===== config.mk =====
export PLATFORM = sky130hd
export DESIGN_NAME = posit_to_float32_converter_top
export DESIGN_NICKNAME = d
export VERILOG_FILES = /design/src/p2f_pkg.sv /design/src/p2f_regs.sv /design/src/p2f_decode.sv /design/src/p2f_align.sv /design/src/p2f_pack.sv /design/src/posit_to_float32_converter_top.sv
export SDC_FILE = /design/constraint.sdc
export NUM_CORES = 1
export LEC_CHECK = 0
export BUFFER_PORTS_ARGS = -buffer_cell sky130_fd_sc_hd__buf_2
export CAP_MARGIN = 20
export CORE_MARGIN = 2
export CORE_UTILIZATION = 57
export DETAILED_ROUTE_END_ITERATION = 8
export PLACE_DENSITY = 0.85
export SLEW_MARGIN = 20
export SYNTH_ARGS = -nofsm -noshare
export SYNTH_HDL_FRONTEND = slang
export SYNTH_SLANG_ARGS = --single-unit

===== constraint.sdc =====
create_clock -name clk -period 10.3 [get_ports clk]
set_clock_uncertainty 0.15 [all_clocks]
set_input_delay 0.515 -clock clk [delete_from_list [all_inputs] [get_ports clk]]
set_output_delay 0.515 -clock clk [all_outputs]
set_load 0.01 [all_outputs]

===== src/p2f_pkg.sv =====
// ----------------------------------------------------------------------------
// p2f_pkg
// Shared types and constants for the posit-to-float32 converter.
// ----------------------------------------------------------------------------
package p2f_pkg;

	localparam int DEF_POSIT_WIDTH = 16;
	localparam int POSIT_PORT_W    = 16;

	localparam int          EXP_W           = 8;
	localparam int          FLOAT_FRAC_BITS = 23;
	localparam logic [7:0]  FLOAT_BIAS      = 8'((1 << (EXP_W - 1)) - 1);
	localparam logic [7:0]  FLOAT_EXP_MASK  = 8'hFF;
	localparam logic [31:0] FLOAT_QNAN      = 32'h7FC0_0000;
	localparam logic [31:0] FLOAT_POS_ZERO  = 32'h0000_0000;

	localparam int         ES_W     = 2;
	localparam int         EXPV_W   = 3;
	localparam logic [1:0] ES_RESET = 2'd2;

	// APB register map
	localparam int         PADDR_W    = 3;
	localparam int         PDATA_W    = 32;
	localparam logic [0:0] REG_ES_IDX = 1'b0;

	// control that travels with each request through the pipe
	typedef struct packed {
		logic            valid;
		logic            sign;
		logic            zero;
		logic            nar;
		logic [ES_W-1:0] es;
	} p2f_ctrl_t;

endpackage


===== src/p2f_regs.sv =====
// ----------------------------------------------------------------------------
// p2f_regs
// APB register block: holds the exponent_size setting.
// ----------------------------------------------------------------------------
module p2f_regs
	import p2f_pkg::*;
(
	input  logic               clk,
	input  logic               arst_n,
	input  logic               psel,
	input  logic               penable,
	input  logic               pwrite,
	input  logic [PADDR_W-1:0] paddr,
	input  logic [PDATA_W-1:0] pwdata,
	output logic [PDATA_W-1:0] prdata,
	output logic               pready,
	output logic [ES_W-1:0]    exponent_size
);

	logic [ES_W-1:0] es_q;
	logic            hit_es;

	assign hit_es = (paddr[PADDR_W-1:2] == REG_ES_IDX);

	always_ff @(posedge clk or negedge arst_n) begin
		if (!arst_n) begin
			es_q <= ES_RESET;
		end else if (psel && penable && pwrite && hit_es) begin
			es_q <= pwdata[ES_W-1:0];
		end
	end

	always_comb begin
		prdata = '0;
		if (hit_es) begin
			prdata = {{(PDATA_W-ES_W){1'b0}}, es_q};
		end
	end

	assign pready        = 1'b1;
	assign exponent_size = es_q;

endmodule


===== src/p2f_decode.sv =====
// ----------------------------------------------------------------------------
// p2f_decode
// Stages 1-2: magnitude of the posit body, then regime run length and value.
// ----------------------------------------------------------------------------
module p2f_decode
	import p2f_pkg::*;
#(
	parameter int POSIT_WIDTH = DEF_POSIT_WIDTH,
	localparam int RUN_W = $clog2(POSIT_WIDTH)
) (
	input  logic                    clk,
	input  logic                    arst_n,
	input  logic                    in_valid,
	input  logic [POSIT_PORT_W-1:0] posit_bits,
	input  logic [ES_W-1:0]         es,
	output p2f_ctrl_t               ctrl_s2,
	output logic [POSIT_WIDTH-2:0]  mag_s2,
	output logic [RUN_W-1:0]        run_s2,
	output logic [EXP_W-1:0]        regime_s2
);

	localparam int BW = POSIT_WIDTH - 1;

	logic [BW-1:0] body;
	logic [BW-1:0] neg_body;
	logic          sign;
	logic          body_zero;
	p2f_ctrl_t     ctrl_d;
	p2f_ctrl_t     ctrl_s1;
	logic [BW-1:0] mag_s1;

	logic             lead;
	logic [BW-1:0]    diff;
	logic [RUN_W-1:0] run;
	logic [EXP_W-1:0] run_x;
	logic [EXP_W-1:0] regime;

	// stage 1: sign split and two's complement
	assign sign      = posit_bits[POSIT_WIDTH-1];
	assign body      = posit_bits[BW-1:0];
	assign body_zero = (body == '0);
	assign neg_body  = ~body + {{(BW-1){1'b0}}, 1'b1};

	always_comb begin
		ctrl_d       = '0;
		ctrl_d.valid = in_valid;
		ctrl_d.sign  = sign;
		ctrl_d.zero  = body_zero && !sign;
		ctrl_d.nar   = body_zero && sign;
		ctrl_d.es    = es;
	end

	always_ff @(posedge clk or negedge arst_n) begin
		if (!arst_n) begin
			ctrl_s1 <= '0;
		end else begin
			ctrl_s1 <= ctrl_d;
		end
	end

	always_ff @(posedge clk) begin
		mag_s1 <= sign ? neg_body : body;
	end

	// stage 2: leading run of identical bits below the sign
	assign lead = mag_s1[BW-1];
	assign diff = mag_s1 ^ {BW{lead}};

	always_comb begin
		run = RUN_W'(BW);
		for (int i = 0; i < BW; i++) begin
			if (diff[i]) begin
				run = RUN_W'(BW - 1 - i);
			end
		end
	end

	assign run_x  = EXP_W'(run);
	assign regime = lead ? (run_x - 8'd1) : (8'd0 - run_x);

	always_ff @(posedge clk or negedge arst_n) begin
		if (!arst_n) begin
			ctrl_s2 <= '0;
		end else begin
			ctrl_s2 <= ctrl_s1;
		end
	end

	always_ff @(posedge clk) begin
		mag_s2    <= mag_s1;
		run_s2    <= run;
		regime_s2 <= regime;
	end

endmodule


===== src/p2f_align.sv =====
// ----------------------------------------------------------------------------
// p2f_align
// Stage 3: strip regime, extract exponent bits, form biased exponent.
// ----------------------------------------------------------------------------
module p2f_align
	import p2f_pkg::*;
#(
	parameter int POSIT_WIDTH = DEF_POSIT_WIDTH,
	localparam int RUN_W = $clog2(POSIT_WIDTH)
) (
	input  logic                   clk,
	input  logic                   arst_n,
	input  p2f_ctrl_t              ctrl_s2,
	input  logic [POSIT_WIDTH-2:0] mag_s2,
	input  logic [RUN_W-1:0]       run_s2,
	input  logic [EXP_W-1:0]       regime_s2,
	output p2f_ctrl_t              ctrl_s3,
	output logic [EXP_W-1:0]       biased_s3,
	output logic [POSIT_WIDTH-2:0] frac_s3
);

	localparam int BW = POSIT_WIDTH - 1;

	logic [RUN_W:0]    shamt;
	logic [BW-1:0]     aligned;
	logic [EXPV_W-1:0] exp_val;
	logic [EXP_W-1:0]  scaled;

	// drop regime and terminator; missing tail bits shift in as zero
	assign shamt   = {1'b0, run_s2} + {{RUN_W{1'b0}}, 1'b1};
	assign aligned = mag_s2 << shamt;

	always_comb begin
		case (ctrl_s2.es)
			2'd0:    exp_val = '0;
			2'd1:    exp_val = {2'b00, aligned[BW-1]};
			2'd2:    exp_val = {1'b0, aligned[BW-1 -: 2]};
			2'd3:    exp_val = aligned[BW-1 -: 3];
			default: exp_val = '0;
		endcase
	end

	assign scaled = regime_s2 << ctrl_s2.es;

	always_ff @(posedge clk or negedge arst_n) begin
		if (!arst_n) begin
			ctrl_s3 <= '0;
		end else begin
			ctrl_s3 <= ctrl_s2;
		end
	end

	always_ff @(posedge clk) begin
		biased_s3 <= (scaled + {{(EXP_W-EXPV_W){1'b0}}, exp_val} + FLOAT_BIAS) & FLOAT_EXP_MASK;
		frac_s3   <= aligned << ctrl_s2.es;
	end

endmodule


===== src/p2f_pack.sv =====
// ----------------------------------------------------------------------------
// p2f_pack
// Stage 4: assemble the single-precision word, special values override.
// ----------------------------------------------------------------------------
module p2f_pack
	import p2f_pkg::*;
#(
	parameter int POSIT_WIDTH = DEF_POSIT_WIDTH
) (
	input  logic                   clk,
	input  logic                   arst_n,
	input  p2f_ctrl_t              ctrl_s3,
	input  logic [EXP_W-1:0]       biased_s3,
	input  logic [POSIT_WIDTH-2:0] frac_s3,
	output logic                   done,
	output logic [31:0]            float_bits
);

	localparam int PAD_W = FLOAT_FRAC_BITS - (POSIT_WIDTH - 1);

	logic        valid_s4;
	logic [31:0] float_s4;
	logic [31:0] word;

	always_comb begin
		if (ctrl_s3.nar) begin
			word = FLOAT_QNAN;
		end else if (ctrl_s3.zero) begin
			word = FLOAT_POS_ZERO;
		end else begin
			word = {ctrl_s3.sign, biased_s3, frac_s3, {PAD_W{1'b0}}};
		end
	end

	always_ff @(posedge clk or negedge arst_n) begin
		if (!arst_n) begin
			valid_s4 <= 1'b0;
		end else begin
			valid_s4 <= ctrl_s3.valid;
		end
	end

	always_ff @(posedge clk) begin
		float_s4 <= word;
	end

	assign done       = valid_s4;
	assign float_bits = float_s4;

endmodule


===== src/posit_to_float32_converter_top.sv =====
// ----------------------------------------------------------------------------
// posit_to_float32_converter_top
// Posit (POSIT_WIDTH bits, programmable exponent size) to IEEE single.
// ----------------------------------------------------------------------------
//  channel   ports                                   direction  timing
//  request   start, busy, posit_bits                 in         1 per cycle
//  result    done, float_bits                        out        from stage 4
//  config    psel penable pwrite paddr pwdata        in         APB, no wait
//            prdata pready                           out
//
//  Four register stages: magnitude, regime run, alignment, packing.
//  One request per cycle; busy is tied low.
//  Reset clears the stage valid bits and sets exponent_size to 2.
//  The result strobe cannot be held off, so there is no stall path.
//  exponent_size is captured with each request on entry.
// ----------------------------------------------------------------------------
module posit_to_float32_converter_top
	import p2f_pkg::*;
#(
	parameter int POSIT_WIDTH = DEF_POSIT_WIDTH
) (
	input  logic                    clk,
	input  logic                    arst_n,
	input  logic                    start,
	output logic                    busy,
	input  logic [POSIT_PORT_W-1:0] posit_bits,
	output logic                    done,
	output logic [31:0]             float_bits,
	input  logic                    psel,
	input  logic                    penable,
	input  logic                    pwrite,
	input  logic [PADDR_W-1:0]      paddr,
	input  logic [PDATA_W-1:0]      pwdata,
	output logic [PDATA_W-1:0]      prdata,
	output logic                    pready
);

	localparam int RUN_W = $clog2(POSIT_WIDTH);

	logic [ES_W-1:0]        exponent_size;
	p2f_ctrl_t              ctrl_s2;
	p2f_ctrl_t              ctrl_s3;
	logic [POSIT_WIDTH-2:0] mag_s2;
	logic [RUN_W-1:0]       run_s2;
	logic [EXP_W-1:0]       regime_s2;
	logic [EXP_W-1:0]       biased_s3;
	logic [POSIT_WIDTH-2:0] frac_s3;

	assign busy = 1'b0;

	p2f_regs u_regs (
		.clk           (clk),
		.arst_n        (arst_n),
		.psel          (psel),
		.penable       (penable),
		.pwrite        (pwrite),
		.paddr         (paddr),
		.pwdata        (pwdata),
		.prdata        (prdata),
		.pready        (pready),
		.exponent_size (exponent_size)
	);

	p2f_decode #(.POSIT_WIDTH(POSIT_WIDTH)) u_decode (
		.clk        (clk),
		.arst_n     (arst_n),
		.in_valid   (start && !busy),
		.posit_bits (posit_bits),
		.es         (exponent_size),
		.ctrl_s2    (ctrl_s2),
		.mag_s2     (mag_s2),
		.run_s2     (run_s2),
		.regime_s2  (regime_s2)
	);

	p2f_align #(.POSIT_WIDTH(POSIT_WIDTH)) u_align (
		.clk       (clk),
		.arst_n    (arst_n),
		.ctrl_s2   (ctrl_s2),
		.mag_s2    (mag_s2),
		.run_s2    (run_s2),
		.regime_s2 (regime_s2),
		.ctrl_s3   (ctrl_s3),
		.biased_s3 (biased_s3),
		.frac_s3   (frac_s3)
	);

	p2f_pack #(.POSIT_WIDTH(POSIT_WIDTH)) u_pack (
		.clk        (clk),
		.arst_n     (arst_n),
		.ctrl_s3    (ctrl_s3),
		.biased_s3  (biased_s3),
		.frac_s3    (frac_s3),
		.done       (done),
		.float_bits (float_bits)
	);

	// every accepted request comes out with a done strobe
	a_latency: assert property (@(posedge clk) disable iff (!arst_n)
		(start && !busy) |-> ##4 done)
		else $error("request did not complete in four cycles");

	// posit zero maps to +0
	a_zero: assert property (@(posedge clk) disable iff (!arst_n)
		(start && !busy && posit_bits[POSIT_WIDTH-1:0] == '0)
		|-> ##4 (done && float_bits == FLOAT_POS_ZERO))
		else $error("posit zero did not give +0");

	// only NaR may produce an all-ones exponent field
	a_no_inf: assert property (@(posedge clk) disable iff (!arst_n)
		done |-> (float_bits[30:23] != FLOAT_EXP_MASK || float_bits == FLOAT_QNAN))
		else $error("exponent overflow on a finite posit");

endmodule


==> metrics.md, run 1 <==
| Metric | Value |
|---|---|
| Status | `finished clean` |
| Vias in the first global route | `3085` |
| Layout cell share with drive strength beyond 1 | `17.1%` |
| Synth area leaders | `dfxtp_1 35%, dfrtp_1 9.3%, mux2i_1 6.8%` |
| TritonRoute pass-1 iters | `5` |
| Final wirelength | `8050 µm` |
| Most used DFF post-synth | `dfxtp_1` |
| Slowest-stage cell, CP | `dfxtp_1` |
| Layout filler cell count | `689` |
| CTS resizes | `0` |
| Rel. slew slack | `37.6%` |
| Detailed placement HPWL | `6120 µm` |
| Crit path max-delay family | `compound AO/OA/AOI/OAI gates` |
| Crit. Startpoint | `u_decode.run_s2[0]$_DFF_P_` |
| Core Region | `8260 µm²` |
| Peak VDD IR | `0.000121 V` |
| Clock tree sinks | `105` |
| CTS tree | `built` |
| Setup CP Type | `reg2reg` |
| F_max | `202 MHz` |
| Yosys cell types | `59` |
| Placer Congestion | `0.842` |
| Crit path max fanout | `19` |
| Measured slew at the worst slew-check pin | `0.933 ns` |
| RSZ-0062 raised after global routing | `false` |
| Reg-to-reg setup timing slack | `5.35 ns` |
| Final Cycle Share | `48.0%` |
| Setup TNS | `0 ns` |
| Antenna viol nets, final | `0` |
| Critical path capture point type | `flop` |
| Cell Chain, Critical Path | `ha_1 > o21ai_0 > mux2i_1 > o22ai_1 > mux2i_1 > or2_2 > ha_1 > inv_1 > ha_1 > inv_1 > fa_1 > inv_1 > a21o_1 > a21oi_1 > o21bai_1 > a21oi_1 > xnor2_1` |
| Seq cells post-synth | `105` |
| Clock Path Buffers | `2` |
| GRT Total Usage | `18.7%` |
| Std-Cell Rows | `33` |
| Syn Area/Cell | `10.1 µm²` |
| Total I/O pin count | `124` |
| Initial antenna violation count | `0` |
| Final non-filler cell total | `631` |
| Setup bufs post-CTS | `0` |
| Cells after Synth | `479` |
| DIE HEIGHT | `96.3 µm` |
| Largest family of logic cells by synthesized area | `compound AO/OA/AOI/OAI gates` |
| Async S/R FF share, synth | `18.1%` |
| Post-Synth Adder-Cell Area | `3.50%` |
| IO buf count | `51` |
| CTS clk-pin slew, worst paths | `0.10 ns` |
| Top Metal Used | `met4` |
| Post-synthesis simple-gate area fraction | `12.3%` |
| Met2 WL | `4220 µm` |
| Remaining Overflow, GRT | `0` |
| # DRC | `0` |
| Starting Density | `58.8%` |
| Worst r2r path cells | `17` |
| M1 wire length | `3250 µm` |
| CP Launch Type | `flop` |
| Worst EP arrival | `5.10 ns` |
| 1st-iter DRT viols | `97` |
| ANT cells | `0` |
| Die W | `96.3 µm` |
| Post-synth top area share | `35.5%` |
| Avg WL per Cell | `12.8 µm` |
| First-pass GRT wire length | `13600 µm` |
| Root Driver | `clkbuf_8` |
| Via density | `5.27` |
| Max-Cap Viols | `0` |
| Die Area | `9270 µm²` |
| Reg2reg end | `u_align.biased_s3[7]$_DFF_P_` |
| Synth Area in Compound Gates | `12.6%` |
| Final Max Tran Viols | `0` |
| Hold Violations, Final | `0` |
| NumNets Final | `591` |
| Dominant cell type by area after synthesis | `dfxtp_1` |
| Minimum clock period | `4.95 ns` |
| Seq/Total Area, Yosys | `45.3%` |
| Leakage | `2.46 nW` |
| Cells after DPL | `614` |
| Slowest cell delay on critical path | `0.90 ns` |
| # H-tree levels | `3` |
| Reg2reg start | `u_decode.run_s2[0]$_DFF_P_` |
| Critical Path End | `u_align.biased_s3[7]$_DFF_P_` |
| Routed vias | `3328` |
| Critical Path Stages | `17` |
| EDFF count, synth | `0` |
| CTS Buf Count | `9` |
| Required time of the critical path | `10.46 ns` |
| Post-CTS Hold Buffers | `1` |
| Synth warn | `0` |
| XOR/XNOR Fraction of Synth Area | `4.51%` |
| Final setup margin | `5.35 ns` |
| P&R area growth vs syn | `8.48%` |
| DR WL met3 | `420 µm` |
| PwrDens | `256 nW/µm²` |
| Mux cell area share after synthesis | `11.9%` |
| Post-Syn Area | `4860 µm²` |
| Setup WS pre-CTS | `5.36 ns` |
| WHS | `0.0973 ns` |
| Largest net degree at the start of global routing | `27` |
| Clk_lat worst skew | `0.37 ns` |
| Final Core Density | `63.8%` |
| Worst min-delay path class | `in2reg` |
| Final setup viols | `0` |
| WP buf/inv | `3` |
## sequential cells by signal, summed over array words and instances (netlist names)
| name | flops |
|---|---|
| u_decode.mag_s2 | 15 |
| u_align.frac_s3 | 15 |
| u_decode.ctrl_s2 | 6 |
| u_decode.regime_s2 | 5 |
| u_regs.exponent_size | 2 |
| u_align.biased_s3 | 8 |
| u_decode.run_s2 | 4 |
| u_pack.float_bits | 24 |
| u_align.ctrl_s3 | 4 |
| u_decode.mag_s1 | 15 |
| u_pack.done | 1 |
| u_decode.ctrl_s1 | 6 |
## synth_stat cells (6+ instances only)
library cell,n
dfxtp_1,86
buf_4,40
mux2i_1,33
nand2_1,31
inv_1,24
xnor2_1,22
o21ai_0,19
and2_1,18
dfrtp_1,18
nor2_1,16
clkbuf_1,13
nand3_1,13
a21o_1,12
ha_1,12
nor3_1,11
a21oi_1,8
mux4_2,8
a31oi_1,7
mux2_2,6
## stage by stage
step	power [mW]	instance area, µm²
6_report	1.35	5270
5_1_grt	1.45	5270
4_1_cts	1.36	5270
3_5_place_dp	1.06	5010
3_3_place_gp	1.04	5010
2_1_floorplan	0.947	5000
## final cells by class
class | instances | area, µm² | area share [%]
Inverter | 26 | 97.6 | 1.85
Clock inverter | 7 | 121 | 2.30
Clock buffer | 9 | 124 | 2.35
Multi-Input combinational cell | 327 | 2330 | 44.2
Tap cell | 105 | 131 | 2.49
Timing Repair Buffer | 52 | 265 | 5.04
Sequential cell | 105 | 2200 | 41.7
## worst min-delay path by stage
stage | endpoint | slack (ns) | startpoint | depth (start not counted)
final | u_decode.ctrl_s1[5]$_DFF_PN0_ | 0.1 | start | 1
after global routing | u_decode.ctrl_s1[5]$_DFF_PN0_ | 0.09 | start | 1
after CTS | u_decode.ctrl_s1[5]$_DFF_PN0_ | 0.09 | start | 1
after detailed placement | u_align.ctrl_s3[2]$_DFF_PN0_ | 0.18 | u_decode.ctrl_s2[2]$_DFF_PN0_ | 0
after global placement | u_decode.ctrl_s2[5]$_DFF_PN0_ | 0.18 | u_decode.ctrl_s1[5]$_DFF_PN0_ | 0
after floorplan | u_align.ctrl_s3[2]$_DFF_PN0_ | 0.07 | arst_n | 0
## per-layer routing
layer	vias up	global-route usage [%]
met3	16	4.15
met1	1535	21.8
met5	-	0
met2	94	33.2
met4	0	7.51
li1	1683	-
## cell families after synthesis
family | after synthesis
AO/OA/AOI/OAI | 88
multiplexers | 47
adder cells (fa/ha/maj) | 13
flip-flops | 105
XOR/XNOR | 25
AND/OR/NAND/NOR | 114
buffers and inverters | 85
other | 2
## cell usage in the layout, fill, tap and decap left out, types with 8 or more instances in the layout
| cell | netlist | final |
|---|---|---|
| conb_1 | 2 | 40 |
| nor3_1 | 11 | 11 |
| nand3_1 | 13 | 13 |
| clkbuf_8 | 0 | 9 |
| mux2i_1 | 33 | 32 |
| inv_1 | 24 | 24 |
| nor2_1 | 16 | 16 |
| a21oi_1 | 8 | 8 |
| dfxtp_1 | 86 | 86 |
| o21ai_0 | 19 | 19 |
| nand2_1 | 31 | 31 |
| and2_1 | 18 | 18 |
| buf_2 | 4 | 51 |
| xnor2_1 | 22 | 22 |
| mux4_2 | 8 | 8 |
| dfrtp_1 | 18 | 18 |
| ha_1 | 12 | 12 |
| a21o_1 | 12 | 12 |
## power by group
part / switching [mW] / internal (mW)
Clock: 0.138 / 0.163
Combinational: 0.242 / 0.227
Sequential: 0.0575 / 0.523
Total: 0.437 / 0.914
Note: power is estimated with default switching activity, not from simulation.
==> inputs of run 2 (changes only) <==
Settings changed: CORE_UTILIZATION 57 to 53, PLACE_DENSITY 0.85 to 0.8.
Clock period 10.3 ns to 4.7 ns, I/O delays scaled along.
==> run 2 against run 1 <==
  * The flow now finishes with violations (DRC)
  * Final cell count grew 4.3%
  * Core utilization shrank 2.1 points
  * Clock power grew 67%
  * Total power grew 110%
  * Non-clock buffer count grew 24
  * Combinational power grew 130%
  * Count of clock-buffer cells in the layout is the same
  * Routed wire length grew 4.0%
  * Via count grew 3.1%
  * Sequential cell count is the same
  * Sequential power grew 120%
==> metrics.md, run 2 (synthesis gave the netlist of run 1 again) <==
| Metric | Value |
|---|---|
| Layout filler cell count | `739 (was 689)` |
| Largest net degree at the start of global routing | `27 (unchanged)` |
| Placer Congestion | `0.817 (was 0.842)` |
| Logic pwr share | `38.3% (was 34.7%)` |
| Detailed placement HPWL | `6070 µm (was 6120 µm)` |
| Final Core Density | `61.7% (was 63.8%)` |
| Core Region | `8810 µm² (was 8260 µm²)` |
| Die Area | `9940 µm² (was 9270 µm²)` |
| Antenna viol nets, final | `0 (unchanged)` |
| CTS resizes | `0 (unchanged)` |
| TritonRoute pass-1 iters | `7 (was 5)` |
| CTS clk-pin slew, worst paths | `0.10 ns (about the same)` |
| CTS tree | `built (unchanged)` |
| Setup CP Type | `reg2reg (unchanged)` |
| F_max | `242 MHz (was 202 MHz)` |
| Crit path max fanout | `7 (was 19)` |
| First-pass GRT wire length | `14500 µm (was 13600 µm)` |
| Measured slew at the worst slew-check pin | `0.843 ns (was 0.933 ns)` |
| Cells after DPL | `623 (was 614)` |
| CTS Buf Count | `9 (unchanged)` |
| Final Max Tran Viols | `0 (unchanged)` |
| Routed vias | `3430 (was 3328)` |
| Initial antenna violation count | `0 (unchanged)` |
| Final Cycle Share | `87.9% (was 48.0%)` |
| RSZ-0062 raised after global routing | `false (unchanged)` |
| Avg WL per Cell | `12.7 µm (was 12.8 µm)` |
| Root Driver | `clkbuf_8 (unchanged)` |
| Clock Path Buffers | `2 (unchanged)` |
| Sequential power share | `44.0% (was 43.0%)` |
| Setup WS pre-CTS | `0.594 ns (was 5.36 ns)` |
| Starting Density | `55.1% (was 58.8%)` |
| PwrDens | `522 nW/µm² (was 256 nW/µm²)` |
| Final non-filler cell total | `658 (was 631)` |
| NumNets Final | `615 (was 591)` |
| Violated checks | `DRC` |
| Vias in the first global route | `3253 (was 3085)` |
| Most common cell after layout, fill and taps aside | `dfxtp_1 (unchanged)` |
| P&R area growth vs syn | `11.9% (was 8.48%)` |
| GRT Total Usage | `17.7% (was 18.7%)` |
| Critical path capture point type | `flop (unchanged)` |
| Final wirelength | `8380 µm (was 8050 µm)` |
| Minimum clock period | `4.13 ns (was 4.95 ns)` |
| Final setup viols | `0 (unchanged)` |
| Sw Share | `34.1% (was 32.4%)` |
| Cell-internal power | `1.87 mW (was 914 µW)` |
| Leakage | `2.54 nW (was 2.46 nW)` |
| Worst EP arrival | `4.24 ns (was 5.10 ns)` |
| # DRC | `1 (was 0)` |
| Layout cell share with drive strength beyond 1 | `17.3% (was 17.1%)` |
| CP Launch Type | `flop (unchanged)` |
| Worst min-delay path class | `in2reg (unchanged)` |
| Clk_lat worst skew | `0.36 ns (was 0.37 ns)` |
| # H-tree levels | `3 (unchanged)` |
| Die W | `99.7 µm (was 96.3 µm)` |
| Final setup margin | `0.570 ns (was 5.35 ns)` |
| Clock tree sinks | `105 (unchanged)` |
| Total I/O pin count | `124 (unchanged)` |
| Max reg flops | `24 (unchanged)` |
| Setup TNS | `0 ns (unchanged)` |
| IO buf count | `51 (unchanged)` |
| Most frequent cells in the layout | `86 x dfxtp_1, 51 x buf_2, 40 x conb_1 (unchanged)` |
| Peak VDD IR | `0.000234 V (was 0.000121 V)` |
| Required time of the critical path | `4.81 ns (was 10.46 ns)` |
| Via density | `5.21 (was 5.27)` |
| WHS | `0.0590 ns (was 0.0973 ns)` |
| Max-Cap Viols | `0 (unchanged)` |
| Status | `complete, but fails checks (was finished clean)` |
| P_sw | `967 µW (was 437 µW)` |
| 1st-iter DRT viols | `81 (was 97)` |
| DIE HEIGHT | `99.7 µm (was 96.3 µm)` |
| Clock share of power | `17.7% (was 22.3%)` |
| Rel. slew slack | `43.8% (was 37.6%)` |
| Hold Violations, Final | `0 (unchanged)` |
| Hold path depth | `3 (was 1)` |
| ANT cells | `0 (unchanged)` |
| Std-Cell Rows | `34 (was 33)` |
| Worst r2r path cells | `17 (unchanged)` |
| Remaining Overflow, GRT | `0 (unchanged)` |
-- run 2: changes by cell type in the layout (fill, tap and decap cells not counted), sizes merged --
cell         change
bufinv           -3
dlygate4sd3     +18
buf              +6
clkinv           +3
-- run 2: what timing repair did --
item	CTS	global route
endpoints found under the hold margin	39	0
hold buffers	19	0
buffers inserted	0	0
-- run 2: metrics by stage --
stage                     total power, mW  area [µm²]
final                                2.84        5430
after global routing                 3.06        5430
after CTS                            2.85        5430
after detailed placement             2.33        5060
after global placement               2.29        5060
after floorplan                      2.08        5000
-- run 2: final cells by class --
cell class,count,area (µm²),share of cell area (%)
Clock buffer,9,124,2.28
Clock inverter,7,61.3,1.13
Tap cell,108,135,2.49
Multi-Input combinational cell,327,2330,42.8
Inverter,26,97.6,1.80
Timing Repair Buffer,76,490,9.03
Sequential cell,105,2200,40.5
-- run 2: per-layer routing --
layer,routed length [µm],vias to the layer above,GRT usage [%]
met5,0,-,0
met4,137,0,5.58
met3,345,12,3.09
met2,4250,110,31.8
met1,3650,1581,21.7
li1,-,1727,-
-- run 2: path summary, 6_finish.rpt --
| path | from | end | slack, ns |
|---|---|---|---|
| setup / recovery | u_decode.run_s2[1]$_DFF_P_ | u_align.biased_s3[7]$_DFF_P_ | 0.57 |
| hold / removal | posit_bits[1] | u_decode.mag_s1[1]$_DFF_P_ | 0.06 |
| setup reg to reg | u_decode.run_s2[1]$_DFF_P_ | u_align.biased_s3[7]$_DFF_P_ | 0.57 |
| hold reg to reg | u_decode.ctrl_s1[3]$_DFF_PN0_ | u_decode.ctrl_s2[3]$_DFF_PN0_ | 0.21 |
| max in group asynchronous | arst_n | u_regs.exponent_size[1]$_DFFE_PN1P_ | 3.92 |
| min in group asynchronous | arst_n | u_pack.done$_DFF_PN0_ | 0.17 |
-- run 2: power by group through the flow --
stage / sequential (mW) / combinational, mW / clock (mW)
6_report: 1.25 / 1.09 / 0.503
5_1_grt: 1.28 / 1.22 / 0.558
4_1_cts: 1.25 / 1.09 / 0.516
3_5_place_dp: 1.27 / 1.06 / 0
3_3_place_gp: 1.26 / 1.03 / 0
2_1_floorplan: 1.29 / 0.786 / 0
-- run 2: critical path: stages (launching register included) --
cell	delay (ns)
dfxtp_1	0.34
ha_1	0.38
o21ai_0	0.53
mux2i_1	0.28
o22ai_1	0.31
mux2i_1	0.15
or2_2	0.29
ha_1	0.27
inv_1	0.07
ha_1	0.17
inv_1	0.06
fa_1	0.40
inv_1	0.07
a21o_1	0.12
a21oi_1	0.09
o21bai_1	0.14
a21oi_1	0.10
xnor2_1	0.12
==> inputs of run 3 (changes only) <==
Settings changed: ABC_AREA set to 1.
==> run 3 against run 2 <==
  * The run now ends clean
  * Sequential cell count unchanged
  * Count of clock-buffer cells in the layout unchanged
  * Final cell count up 21%
  * Final area up 0.88%
  * Core utilization down 1.5 points
  * Register-to-register slack better by 0.21 ns
  * Clock power up 21%
  * Combinational power up 28%
  * Critical path type unchanged
==> metrics.md, run 3 <==
| Metric | Value |
|---|---|
| NumNets Final | `747 (was 615)` |
| Max reg flops | `24 (unchanged)` |
| Yosys cell types | `43 (was 59)` |
| Critical Path End | `u_align.biased_s3[7]$_DFF_P_ (unchanged)` |
| CTS resizes | `0 (unchanged)` |
| WHS | `0.0503 ns (was 0.0590 ns)` |
| ANT cells | `0 (unchanged)` |
| IO buf count | `51 (unchanged)` |
| # DRC | `0 (was 1)` |
| TritonRoute pass-1 iters | `5 (was 7)` |
| Seq/Total Area, Yosys | `44.6% (was 45.3%)` |
| Area after DPL | `5050 µm² (was 5060 µm²)` |
| Most frequent cells in the layout | `139 x nand2_1, 86 x dfxtp_1, 73 x inv_1 (was 86 x dfxtp_1, 51 x buf_2, 40 x conb_1)` |
| Root Driver | `clkbuf_8 (unchanged)` |
| Most used DFF post-synth | `dfxtp_1 (unchanged)` |
| Largest net degree at the start of global routing | `29 (was 27)` |
| Final Core Density | `60.2% (was 61.7%)` |
| Starting Density | `54.1% (was 55.1%)` |
| Total I/O pin count | `124 (unchanged)` |
| F_max | `255 MHz (was 242 MHz)` |
| Rel. slew slack | `34.8% (was 43.8%)` |
| Die W | `100 µm (was 99.7 µm)` |
| Clk_lat worst skew | `0.37 ns (was 0.36 ns)` |
| Most common cell after layout, fill and taps aside | `nand2_1 (was dfxtp_1)` |
| CTS tree | `built (unchanged)` |
| Clock tree sinks | `105 (unchanged)` |
| Clock Path Buffers | `2 (unchanged)` |
| Antenna viol nets, final | `0 (unchanged)` |
| Reg2reg end | `u_align.biased_s3[7]$_DFF_P_ (unchanged)` |
| Reg2reg start | `u_decode.run_s2[1]$_DFF_P_ (unchanged)` |
| Placer Congestion | `0.865 (was 0.817)` |
| Initial antenna violation count | `0 (unchanged)` |
| Worst min-delay path class | `in2reg (unchanged)` |
| Setup CP Type | `reg2reg (unchanged)` |
| Post-synth top cells | `139 x nand2_1, 86 x dfxtp_1, 73 x inv_1 (was 86 x dfxtp_1, 40 x buf_4, 33 x mux2i_1)` |
| Leakage | `2.83 nW (was 2.54 nW)` |
| Detailed placement HPWL | `6300 µm (was 6070 µm)` |
| Measured slew at the worst slew-check pin | `0.976 ns (was 0.843 ns)` |
| Sw Share | `38.0% (was 34.1%)` |
| Vias in the first global route | `3375 (was 3253)` |
| EDFF count, synth | `0 (unchanged)` |
| RSZ-0062 raised after global routing | `false (unchanged)` |
| Routed vias | `3647 (was 3430)` |
| CP Launch Type | `flop (unchanged)` |
| Cell-internal power | `2.01 mW (was 1.87 mW)` |
| Synth area leaders | `dfxtp_1 35%, nand2_1 11%, dfrtp_1 9.1% (was dfxtp_1 35%, dfrtp_1 9.3%, mux2i_1 6.8%)` |
| Layout cell share with drive strength beyond 1 | `13.8% (was 17.3%)` |
| Logic pwr share | `43.0% (was 38.3%)` |
| Async S/R FF share, synth | `18.1% (unchanged)` |
| Register area | `2200 µm² (unchanged)` |
| Sequential power share | `38.3% (was 44.0%)` |
| Via density | `4.60 (was 5.21)` |
| DIE HEIGHT | `100 µm (was 99.7 µm)` |
| Peak VDD IR | `0.000230 V (was 0.000234 V)` |
| 1st-iter DRT viols | `111 (was 81)` |
| Syn Area/Cell | `8.04 µm² (was 10.1 µm²)` |
| Reg-to-reg setup timing slack | `0.78 ns (was 0.57 ns)` |
| Dominant cell type by area after synthesis | `dfxtp_1 (unchanged)` |
| P&R area growth vs syn | `11.3% (was 11.9%)` |
| Final Cycle Share | `83.5% (was 87.9%)` |
| Final wirelength | `8290 µm (was 8380 µm)` |
| Final Instance Area | `5480 µm² (was 5430 µm²)` |
| Cells after Synth | `613 (was 479)` |
| Setup TNS | `0 ns (unchanged)` |
| Minimum clock period | `3.92 ns (was 4.13 ns)` |
| # H-tree levels | `3 (unchanged)` |
| Die Area | `10100 µm² (was 9940 µm²)` |
| Final Max Tran Viols | `0 (unchanged)` |
| CTS clk-pin slew, worst paths | `0.09 ns (was 0.10 ns)` |
| Multi-input logic area | `2140 µm² (was 2330 µm²)` |
| Synth warn | `0 (unchanged)` |
| Worst r2r path cells | `21 (was 17)` |
| PwrDens | `591 nW/µm² (was 522 nW/µm²)` |
| Post-CTS Hold Buffers | `20 (was 19)` |
| Crit path max fanout | `18 (was 7)` |
| Post-Syn Area | `4930 µm² (was 4860 µm²)` |
| Required time of the critical path | `4.81 ns (about the same)` |
| P_sw | `1.23 mW (was 967 µW)` |
| Std-Cell Rows | `35 (was 34)` |
| Setup bufs post-CTS | `0 (unchanged)` |
| Worst EP arrival | `4.04 ns (was 4.24 ns)` |
| Post-synth top area share | `35.0% (was 35.5%)` |
| Status | `finished clean (was complete, but fails checks)` |
| Critical path capture point type | `flop (unchanged)` |
| First-pass GRT wire length | `14200 µm (was 14500 µm)` |
| GRT Total Usage | `17.6% (was 17.7%)` |
| Avg WL per Cell | `10.5 µm (was 12.7 µm)` |
| Crit. Startpoint | `u_decode.run_s2[1]$_DFF_P_ (unchanged)` |
| Hold Violations, Final | `0 (unchanged)` |
| Remaining Overflow, GRT | `0 (unchanged)` |
| Final setup viols | `0 (unchanged)` |
| Most common cell in the netlist | `nand2_1 (was dfxtp_1)` |
| Seq cells post-synth | `105 (unchanged)` |
| Core Region | `9110 µm² (was 8810 µm²)` |
| CTS Buf Count | `9 (unchanged)` |
| Layout filler cell count | `799 (was 739)` |
| Clock share of power | `18.7% (was 17.7%)` |
| Max-Cap Viols | `0 (unchanged)` |
run 3: layer usage:
metal	GRT usage (%)	part of all wire (%)	up-vias	routed length [µm]
met2	32.6	53	79	4380
li1	-	-	1941	-
met5	0	0	-	0
met4	6.22	1.6	0	135
met3	5.43	4.3	17	358
met1	18.9	41	1610	3420
run 3: kinds of logic after synthesis:
group	synth area share, %
DFF	44.6
other	0.152
xor gates and xnor gates	7.04
adders and majority gates	3.45
AOI/OAI and AO/OA	9.17
muxes	1.22
buffers and inverters	14.9
and+or+nand+nor	19.5
run 3: through the flow:
stage          std cells  power [mW]  setup WS [ns]
2_1_floorplan        651        2.36           1.36
3_3_place_gp         757        2.59          0.869
3_5_place_dp         757        2.65          0.765
4_1_cts              793        3.27          0.766
5_1_grt              793        3.54          0.305
6_report             793        3.24          0.776
run 3: how the worst min path moves through the flow:
| stage | from | end | depth (start not counted) |
|---|---|---|---|
| after floorplan | arst_n | u_align.ctrl_s3[2]$_DFF_PN0_ | 0 |
| after global placement | arst_n | u_decode.ctrl_s2[1]$_DFF_PN0_ | 1 |
| after detailed placement | arst_n | u_decode.ctrl_s2[1]$_DFF_PN0_ | 1 |
| after CTS | pwrite | u_regs.exponent_size[1]$_DFFE_PN1P_ | 3 |
| after global routing | pwrite | u_regs.exponent_size[1]$_DFFE_PN1P_ | 3 |
| final | pwrite | u_regs.exponent_size[1]$_DFFE_PN1P_ | 3 |
run 3: worst max-delay path, stage by stage (launching register included):
cell and delay (ns):
dfxtp_1 0.33, ha_1 0.59, inv_1 0.28, nand2_1 0.13, nand2_1 0.07, nand2_1 0.05
o21ai_1 0.08, o21ai_1 0.13, inv_1 0.09, o21ai_2 0.12, and2_1 0.13, inv_1 0.04
ha_1 0.26, inv_1 0.06, ha_1 0.13, inv_1 0.06, fa_1 0.41, o21ai_0 0.29
nand2_1 0.09, a21oi_1 0.14, nor2_1 0.07, xnor2_1 0.12
run 3: final cells by class:
| type | instances | area share (%) |
|---|---|---|
| tap | 111 | 2.53 |
| inverter | 80 | 5.53 |
| clock inverter | 7 | 1.85 |
| sequential | 105 | 40.1 |
| clock buffer | 9 | 2.26 |
| multi-input combinational | 407 | 39.0 |
| timing repair buffer | 74 | 8.72 |
run 3: power by group through the flow:
| stage | Clock, mW | Combinational (mW) | Sequential, mW |
|---|---|---|---|
| detailed placement | 0 | 1.38 | 1.27 |
| global route | 0.659 | 1.61 | 1.27 |
| global placement | 0 | 1.33 | 1.26 |
| finish | 0.607 | 1.39 | 1.24 |
| floorplan | 0 | 1.07 | 1.29 |
| CTS | 0.621 | 1.40 | 1.24 |
